### src/design/dsrt_pkg.sv
// shared constants, types and helper functions for the debounced switch relay block
package dsrt_pkg;

	localparam int RELAY_COUNT = 3;
	localparam int FIELD_W     = 3;
	localparam int COUNT_W     = 10;
	localparam int CFG_INDEX_W = 2;
	localparam int CFG_DATA_W  = 10;

	localparam logic [COUNT_W-1:0] COUNT_MAX       = {COUNT_W{1'b1}};
	localparam logic [COUNT_W-1:0] DEBOUNCE_RESET  = COUNT_W'(50);

	localparam logic [1:0] FUNC_TICK    = 2'd0;
	localparam logic [1:0] FUNC_SET     = 2'd1;
	localparam logic [1:0] FUNC_CONSUME = 2'd2;

	localparam logic [CFG_INDEX_W-1:0] CFG_DEBOUNCE_MS = CFG_INDEX_W'(0);
	localparam logic [CFG_INDEX_W-1:0] CFG_ACTIVE_LOW  = CFG_INDEX_W'(1);

	typedef logic [RELAY_COUNT-1:0] chan_t;
	typedef logic [FIELD_W-1:0]     field_t;
	typedef logic [COUNT_W-1:0]     count_t;

	typedef struct packed {
		logic  fire;
		chan_t sample;
	} tick_t;

	function automatic chan_t to_chan(input field_t f);
		chan_t c;
		c = '0;
		for (int i = 0; i < RELAY_COUNT; i++) begin
			if (i < FIELD_W) begin
				c[i] = f[i];
			end
		end
		return c;
	endfunction

	function automatic field_t to_field(input chan_t c);
		field_t f;
		f = '0;
		for (int i = 0; i < FIELD_W; i++) begin
			if (i < RELAY_COUNT) begin
				f[i] = c[i];
			end
		end
		return f;
	endfunction

	localparam field_t OUT_MASK = to_field({RELAY_COUNT{1'b1}});

endpackage

### src/design/dsrt_ifs.sv
// valid/ready channel interfaces for commands, results and configuration writes
interface dsrt_req_if;
	import dsrt_pkg::*;
	logic   valid;
	logic   ready;
	logic   [1:0] func;
	field_t switch_levels;
	field_t relay_index;
	logic   relay_on;

	modport source (output valid, func, switch_levels, relay_index, relay_on, input ready);
	modport sink (input valid, func, switch_levels, relay_index, relay_on, output ready);
endinterface

interface dsrt_rsp_if;
	import dsrt_pkg::*;
	logic   valid;
	logic   ready;
	field_t drive_levels;
	field_t relay_states;
	field_t pending_changes;
	logic   consumed_flag;
	logic   index_error;

	modport source (output valid, drive_levels, relay_states, pending_changes, consumed_flag,
		index_error, input ready);
	modport sink (input valid, drive_levels, relay_states, pending_changes, consumed_flag,
		index_error, output ready);
endinterface

interface dsrt_cfg_if;
	import dsrt_pkg::*;
	logic valid;
	logic ready;
	logic [CFG_INDEX_W-1:0] index;
	logic [CFG_DATA_W-1:0]  data;

	modport source (output valid, index, data, input ready);
	modport sink (input valid, index, data, output ready);
endinterface

### src/design/dsrt_debounce.sv
// per-channel quiet-time counters with raw and stable switch levels
module dsrt_debounce
	import dsrt_pkg::*;
(
	input  logic   clk,
	input  logic   arst_n,
	input  count_t debounce_ms,
	input  tick_t  tick,
	output chan_t  toggle
);

	logic   primed_q;
	chan_t  raw_q;
	chan_t  stable_q;
	count_t quiet_count_q [RELAY_COUNT];

	chan_t  raw_d;
	chan_t  stable_d;
	count_t quiet_count_d [RELAY_COUNT];

	always_comb begin
		raw_d    = tick.sample;
		stable_d = stable_q;
		toggle   = '0;
		for (int i = 0; i < RELAY_COUNT; i++) begin
			if (!primed_q) begin
				quiet_count_d[i] = '0;
				stable_d[i]      = tick.sample[i];
			end else begin
				if (tick.sample[i] != raw_q[i]) begin
					quiet_count_d[i] = '0;
				end else if (quiet_count_q[i] < COUNT_MAX) begin
					quiet_count_d[i] = quiet_count_q[i] + count_t'(1);
				end else begin
					quiet_count_d[i] = quiet_count_q[i];
				end
				if (quiet_count_d[i] > debounce_ms && tick.sample[i] != stable_q[i]) begin
					toggle[i]   = 1'b1;
					stable_d[i] = tick.sample[i];
				end
			end
		end
	end

	always_ff @(posedge clk or negedge arst_n) begin
		if (!arst_n) begin
			primed_q <= 1'b0;
			raw_q    <= '0;
			stable_q <= '0;
			for (int i = 0; i < RELAY_COUNT; i++) begin
				quiet_count_q[i] <= '0;
			end
		end else if (tick.fire) begin
			primed_q <= 1'b1;
			raw_q    <= raw_d;
			stable_q <= stable_d;
			for (int i = 0; i < RELAY_COUNT; i++) begin
				quiet_count_q[i] <= quiet_count_d[i];
			end
		end
	end

endmodule

### src/design/debounced_switch_relay_toggle.sv
// top level: debounced wall switches toggling relays, set and consume commands
// a command goes from the input stage register to the result register
// throughput: one command per cycle while results are taken, by the state update
//   between the input stage register and the result register
// reset: relays off, changed flags clear, quiet counts zero, first tick loads levels
// reset: debounce_ms is 50 and active_low is 0 until written
module debounced_switch_relay_toggle
	import dsrt_pkg::*;
(
	input logic   clk,
	input logic   arst_n,
	dsrt_req_if.sink   req,
	dsrt_rsp_if.source rsp,
	dsrt_cfg_if.sink   cfg
);

	count_t debounce_q;
	logic   active_low_q;

	logic       valid_s1;
	logic [1:0] func_s1;
	field_t     levels_s1;
	field_t     index_s1;
	logic       on_s1;

	chan_t relay_q;
	chan_t change_q;

	logic   rsp_valid_q;
	field_t drive_q;
	field_t states_q;
	field_t pending_q;
	logic   consumed_q;
	logic   error_q;

	logic  advance;
	tick_t tick;
	chan_t toggle;
	chan_t sel;
	logic  in_range;
	chan_t relay_d;
	chan_t change_d;
	chan_t drive_d;
	logic  consumed_d;
	logic  error_d;

	assign cfg.ready = 1'b1;

	always_ff @(posedge clk or negedge arst_n) begin
		if (!arst_n) begin
			debounce_q   <= DEBOUNCE_RESET;
			active_low_q <= 1'b0;
		end else if (cfg.valid) begin
			unique case (cfg.index)
				CFG_DEBOUNCE_MS: debounce_q   <= cfg.data[COUNT_W-1:0];
				CFG_ACTIVE_LOW:  active_low_q <= cfg.data[0];
				default: ;
			endcase
		end
	end

	assign advance   = valid_s1 && (!rsp_valid_q || rsp.ready);
	assign req.ready = !valid_s1 || advance;

	always_ff @(posedge clk or negedge arst_n) begin
		if (!arst_n) begin
			valid_s1 <= 1'b0;
		end else if (req.ready) begin
			valid_s1 <= req.valid;
		end
	end

	always_ff @(posedge clk) begin
		if (req.valid && req.ready) begin
			func_s1   <= req.func;
			levels_s1 <= req.switch_levels;
			index_s1  <= req.relay_index;
			on_s1     <= req.relay_on;
		end
	end

	assign tick.fire   = advance && func_s1 == FUNC_TICK;
	assign tick.sample = to_chan(levels_s1);

	dsrt_debounce u_debounce (
		.clk         (clk),
		.arst_n      (arst_n),
		.debounce_ms (debounce_q),
		.tick        (tick),
		.toggle      (toggle)
	);

	always_comb begin
		for (int i = 0; i < RELAY_COUNT; i++) begin
			sel[i] = index_s1 == FIELD_W'(i);
		end
	end

	assign in_range = |sel;

	always_comb begin
		relay_d    = relay_q;
		change_d   = change_q;
		consumed_d = 1'b0;
		error_d    = 1'b0;
		case (func_s1)
			FUNC_TICK: begin
				relay_d  = relay_q ^ toggle;
				change_d = change_q | toggle;
			end
			FUNC_SET: begin
				if (!in_range) begin
					error_d = 1'b1;
				end else if (|(relay_q & sel) != on_s1) begin
					relay_d  = relay_q ^ sel;
					change_d = change_q | sel;
				end
			end
			FUNC_CONSUME: begin
				if (!in_range) begin
					error_d = 1'b1;
				end else begin
					consumed_d = |(change_q & sel);
					change_d   = change_q & ~sel;
				end
			end
			default: ;
		endcase
		drive_d = active_low_q ? ~relay_d : relay_d;
	end

	always_ff @(posedge clk or negedge arst_n) begin
		if (!arst_n) begin
			relay_q     <= '0;
			change_q    <= '0;
			rsp_valid_q <= 1'b0;
		end else begin
			if (advance) begin
				relay_q  <= relay_d;
				change_q <= change_d;
			end
			if (advance) begin
				rsp_valid_q <= 1'b1;
			end else if (rsp.ready) begin
				rsp_valid_q <= 1'b0;
			end
		end
	end

	always_ff @(posedge clk) begin
		if (advance) begin
			drive_q    <= to_field(drive_d);
			states_q   <= to_field(relay_d);
			pending_q  <= to_field(change_d);
			consumed_q <= consumed_d;
			error_q    <= error_d;
		end
	end

	assign rsp.valid           = rsp_valid_q;
	assign rsp.drive_levels    = drive_q;
	assign rsp.relay_states    = states_q;
	assign rsp.pending_changes = pending_q;
	assign rsp.consumed_flag   = consumed_q;
	assign rsp.index_error     = error_q;

endmodule

### src/flat_wrapper.sv
// flat-port wrapper written by rule: the top's interface ports become plain ports
module debounced_switch_relay_toggle_flat import dsrt_pkg::*;
  (clk, arst_n, req_valid, req_func, req_switch_levels, req_relay_index, req_relay_on, req_ready, rsp_valid, rsp_drive_levels, rsp_relay_states, rsp_pending_changes, rsp_consumed_flag, rsp_index_error, rsp_ready, cfg_valid, cfg_index, cfg_data, cfg_ready);
  dsrt_req_if req_i ();
  dsrt_rsp_if rsp_i ();
  dsrt_cfg_if cfg_i ();
  input logic clk;
  input logic arst_n;
  input wire logic [$bits(req_i.valid)-1:0] req_valid;
  input wire logic [$bits(req_i.func)-1:0] req_func;
  input wire logic [$bits(req_i.switch_levels)-1:0] req_switch_levels;
  input wire logic [$bits(req_i.relay_index)-1:0] req_relay_index;
  input wire logic [$bits(req_i.relay_on)-1:0] req_relay_on;
  output wire logic [$bits(req_i.ready)-1:0] req_ready;
  output wire logic [$bits(rsp_i.valid)-1:0] rsp_valid;
  output wire logic [$bits(rsp_i.drive_levels)-1:0] rsp_drive_levels;
  output wire logic [$bits(rsp_i.relay_states)-1:0] rsp_relay_states;
  output wire logic [$bits(rsp_i.pending_changes)-1:0] rsp_pending_changes;
  output wire logic [$bits(rsp_i.consumed_flag)-1:0] rsp_consumed_flag;
  output wire logic [$bits(rsp_i.index_error)-1:0] rsp_index_error;
  input wire logic [$bits(rsp_i.ready)-1:0] rsp_ready;
  input wire logic [$bits(cfg_i.valid)-1:0] cfg_valid;
  input wire logic [$bits(cfg_i.index)-1:0] cfg_index;
  input wire logic [$bits(cfg_i.data)-1:0] cfg_data;
  output wire logic [$bits(cfg_i.ready)-1:0] cfg_ready;
  assign req_i.valid = req_valid;
  assign req_i.func = req_func;
  assign req_i.switch_levels = req_switch_levels;
  assign req_i.relay_index = req_relay_index;
  assign req_i.relay_on = req_relay_on;
  assign req_ready = req_i.ready;
  assign rsp_valid = rsp_i.valid;
  assign rsp_drive_levels = rsp_i.drive_levels;
  assign rsp_relay_states = rsp_i.relay_states;
  assign rsp_pending_changes = rsp_i.pending_changes;
  assign rsp_consumed_flag = rsp_i.consumed_flag;
  assign rsp_index_error = rsp_i.index_error;
  assign rsp_i.ready = rsp_ready;
  assign cfg_i.valid = cfg_valid;
  assign cfg_i.index = cfg_index;
  assign cfg_i.data = cfg_data;
  assign cfg_ready = cfg_i.ready;
  debounced_switch_relay_toggle u_core (.clk(clk), .arst_n(arst_n), .req(req_i), .rsp(rsp_i), .cfg(cfg_i));
endmodule
### config.mk
export PLATFORM = sky130hd
export DESIGN_NAME = debounced_switch_relay_toggle_flat
export DESIGN_NICKNAME = d
export VERILOG_FILES = /design/src/design/dsrt_pkg.sv /design/src/design/dsrt_ifs.sv /design/src/design/dsrt_debounce.sv /design/src/design/debounced_switch_relay_toggle.sv /design/src/flat_wrapper.sv
export SDC_FILE = /design/constraint.sdc
export NUM_CORES = 1
export LEC_CHECK = 0
export BUFFER_PORTS_ARGS = -buffer_cell sky130_fd_sc_hd__buf_2
export CORE_ASPECT_RATIO = 1.2
export CORE_MARGIN = 2
export CORE_UTILIZATION = 65
export DETAILED_ROUTE_END_ITERATION = 16
export PLACE_DENSITY_LB_ADDON = 0.15
export SLEW_MARGIN = 5
export SYNTH_ARGS = -nofsm -noshare
export SYNTH_HDL_FRONTEND = slang
export SYNTH_SLANG_ARGS = --single-unit
### constraint.sdc
create_clock -name clk -period 7.2 [get_ports clk]
set_clock_uncertainty 0.05 [all_clocks]
set_input_delay 0.36 -clock clk [delete_from_list [all_inputs] [get_ports clk]]
set_output_delay 0.36 -clock clk [all_outputs]
set_load 0.05 [all_outputs]
==> run metrics <==
max incr delay on CP approximately 0.99 ns; part of the power in registers 0.430; Setup crit start kind flip-flop; CTS H-tree lvls 3; die span in y between 90 and 100 um; slew at the pin with the worst max-slew slack 1.18 ns; PnR worst setup slack 2.92 ns; first drt pass iteration count 4; TritonCTS clock tree built; via count of the first global-routing pass ~3,600; Primary FF master, synth sky130_fd_sc_hd__dfrtp_1; post-route core utilization 0.749; Die Width 81.1 um; Max rail drop VDD around 0.17 mV; floorplan row count 33; Global Route Usage Sum 0.292; Post-CTS Setup Repair Bufs 0; power per cell area 251 nW/um2; setup slack at placement just under 3 ns; Avg WL per Cell approximately 17 um; total core area around 6900 um2; detailed-route wire length roughly 11 mm; number of fill cells in the layout between 500 and 600; Root Buffer Master sky130_fd_sc_hd__clkbuf_8; Netlist cell types 55; delay-heaviest family, CP compound AO/OA/AOI/OAI gates; worst min-delay path class input pin to asynchronous set/reset pin; signal arrival time at the worst endpoint approximately 4.3 ns; Avg Inst Size Synth a little under 10 um2; reported max-cap violation count 0; count of flip-flops with a built-in enable after synthesis 20; total global routing overflow 0; Antenna Nets Post-Route 0; wire length of the first global-routing pass 17.2 mm; post-cts gate resize count 0; Die Outline Area ~7800 um2; HPWL after DPL between 7 and 8 mm; final clock period utilization by the worst path 0.595; Net Count, Synth 543; total via count after detailed routing ~3,800; Synth-to-Final Area Change 11.4%; count of state elements after synthesis between 70 and 80; Top Ports 40; Fmax achieved 233 MHz; worst-case reg-to-reg path depth 12; part of the total power dissipated in combinational logic 0.264; antenna violations before repair 0; worst skew pair latency 0.36 ns; Slew headroom 0.193; switching pwr between 400 and 500 uW; post-detailed-route DRC marker count 0; number of nets in the layout a little under 600; antenna diode instance count 0; minimum hold slack around 0.087 ns; aggregate negative setup slack 0 ns; endpoint required time on the critical path 7.26 ns; maximum net fanout on the critical path 6; start of the worst register-to-register path u_core.u_debounce.quiet_count_q[10]; setup repair after global routing missed its margin false; switching part of the total power 0.333; share of the yosys chip area belonging to registers 0.432; worst reg2reg endpoint u_core.rsp.pending_changes[1]; number of vias per cell after detailed routing approximately 6.2; number of hold buffers added after CTS 0; clock share of power 0.307; Warnings, synthesis 0; clock buffers created by TritonCTS 9; ratio of cells with drive above 1 in the final layout 0.139; weighted congestion at the end of routability-driven global placement approximately 0.88; run status complete, no violations; Port Buffers 38; number of sinks driven by the clock tree 76; endpoint type of the worst setup path flip-flop; slowest cell on the critical path sky130_fd_sc_hd__a2111oi_0; final-report hold violation count 0; clock transition at the registers of the reported paths 0.08 ns; buffer and inverter count on the worst path 1; P_leak 2.32 nW; worst setup path category flip-flop to flip-flop; Slew Limit Fails 0; largest net degree at the start of global routing 57; Final setup violation count 0; Mapped Cells 477; total standard cell area after synthesis around 4600 um2; buffer depth of the longest clock path 2; number of design-rule violations left by the first detailed-router iteration 211; non-filler cells in the finished layout 612; Crit. Startpoint u_core.u_debounce.quiet_count_q[10]; Initial Utilization 0.673; async set or reset register ratio after synthesis 0.737; Final Critical Period between 4 and 5 ns; Internal Pwr Total between 800 and 900 uW; critical-path cell list ha_1 > nand2_1 > nor3_1 > inv_1 > a211oi_1 > ha_1 > nand4_1 > a211oi_1 > a2111oi_0 > nor2_1 > nor3b_1 > a221oi_1; post-placement cell count between 500 and 600; reg-to-reg slack, setup 2.92 ns
[layout make-up]
class                   instances  area, um2  area share
flip-flops and latches         76       2010       0.388
inverters                      28        105      0.0203
well taps                      87        109      0.0211
clock buffers                  10        128      0.0247
multi-input cells             364       2490       0.483
repair buffers                 41        213      0.0412
clock inverters                 6        113      0.0218
[cell usage after synthesis, types with 3 or more instances]
| library cell | instances | area [um2] |
|---|---|---|
| sky130_fd_sc_hd__nor3b_1 | 7 | 52.6 |
| sky130_fd_sc_hd__a31oi_1 | 4 | 25.0 |
| sky130_fd_sc_hd__a22o_1 | 27 | 236 |
| sky130_fd_sc_hd__nand2b_1 | 11 | 68.8 |
| sky130_fd_sc_hd__a2111oi_0 | 3 | 26.3 |
| sky130_fd_sc_hd__nand2_1 | 49 | 184 |
| sky130_fd_sc_hd__o31ai_1 | 3 | 22.5 |
| sky130_fd_sc_hd__nand3_1 | 11 | 55.1 |
| sky130_fd_sc_hd__mux2i_1 | 8 | 80.1 |
| sky130_fd_sc_hd__a211oi_1 | 12 | 90.1 |
| sky130_fd_sc_hd__ha_1 | 40 | 500 |
| sky130_fd_sc_hd__o22a_1 | 3 | 26.3 |
| sky130_fd_sc_hd__dfrtp_1 | 53 | 1330 |
| sky130_fd_sc_hd__edfxtp_1 | 20 | 601 |
| sky130_fd_sc_hd__nor2b_1 | 3 | 18.8 |
| sky130_fd_sc_hd__a21oi_1 | 19 | 95.1 |
| sky130_fd_sc_hd__nand4_1 | 10 | 62.6 |
| sky130_fd_sc_hd__a221oi_1 | 3 | 26.3 |
| sky130_fd_sc_hd__nor3_1 | 14 | 70.1 |
| sky130_fd_sc_hd__mux2_2 | 7 | 78.8 |
| sky130_fd_sc_hd__clkbuf_1 | 7 | 26.3 |
| sky130_fd_sc_hd__xnor2_1 | 8 | 70.1 |
| sky130_fd_sc_hd__nor2_1 | 48 | 180 |
| sky130_fd_sc_hd__xor2_1 | 14 | 123 |
| sky130_fd_sc_hd__and3_1 | 5 | 31.3 |
| sky130_fd_sc_hd__o21ai_0 | 26 | 130 |
| sky130_fd_sc_hd__dfstp_2 | 3 | 78.8 |
| sky130_fd_sc_hd__inv_1 | 28 | 105 |
[per-stage QoR]
stage | instance area, um2 | power (mW)
after detailed placement | 4930 | 0.900
final | 5170 | 1.29
after floorplan | 4640 | 0.805
after global routing | 5170 | 1.36
after CTS | 5170 | 1.30
after global placement | 4930 | 0.883
[flip-flops by register name, indices dropped and copies added, names as in the netlist, 2 cells and up]
| signal | count |
|---|---|
| u_core.u_debounce.quiet_count_q | 30 |
| u_core.debounce_q | 10 |
| u_core.change_q | 3 |
| u_core.index_s1 | 3 |
| u_core.levels_s1 | 3 |
| u_core.relay_q | 3 |
| u_core.rsp.drive_levels | 3 |
| u_core.rsp.pending_changes | 3 |
| u_core.rsp.relay_states | 3 |
| u_core.u_debounce.raw_q | 3 |
| u_core.u_debounce.stable_q | 3 |
| u_core.func_s1 | 2 |
[cells in the final DEF, fill, tap and decap left out, drive strengths merged, types with 12 or more instances in the layout]
| cell type | count |
|---|---|
| nand2 | 49 |
| dfrtp | 53 |
| buf | 41 |
| a211oi | 12 |
| inv | 28 |
| a21oi | 19 |
| ha | 40 |
| nor3 | 14 |
| xor2 | 14 |
| o21ai | 26 |
| nor2 | 48 |
| edfxtp | 20 |
| a22o | 28 |
[per-layer routing]
metal,up-vias,share of wire,routed length (um),global-route usage
li1,1841,-,-,-
met4,0,0.022,235,0.136
met5,-,0,0,0
met2,107,0.52,5540,0.523
met3,17,0.037,391,0.0353
met1,1820,0.42,4460,0.349
[worst register-to-register path, delay by kind of cell, from the launching register on]
family | cells | cell delay (ns)
DFF | 1 | 0.41
buffers and inverters | 1 | 0.15
adders and majority gates | 2 | 0.53
AOI/OAI and AO/OA | 4 | 1.51
and+or+nand+nor | 5 | 1.37
[kinds of logic after synthesis]
kind of cell,synth area share
xor+xnor,0.0415
fa+ha+maj,0.108
other cells,0.000808
flops,0.432
simple gates,0.184
compound gates,0.169
buf+inv,0.0310
mux,0.0343
[worst max path at each step]
stage | cells after the start | endpoint | slack (ns)
2_1_floorplan | 14 | u_core.rsp.drive_levels[2] | 3.61
3_3_place_gp | 13 | u_core.rsp.drive_levels[2] | 3.11
3_5_place_dp | 13 | u_core.rsp.drive_levels[2] | 2.92
4_1_cts | 13 | u_core.rsp.drive_levels[2] | 2.92
5_1_grt | 12 | u_core.rsp.pending_changes[1] | 2.55
6_report | 12 | u_core.rsp.pending_changes[1] | 2.92
[power by group through the flow]
stage / combinational (mW) / sequential (mW) / clock, mW
floorplan: 0.213 / 0.593 / 0
global placement: 0.323 / 0.560 / 0
detailed placement: 0.337 / 0.563 / 0
CTS: 0.342 / 0.554 / 0.399
global route: 0.382 / 0.564 / 0.417
finish: 0.341 / 0.556 / 0.397
(Power assumes the default switching activity.)
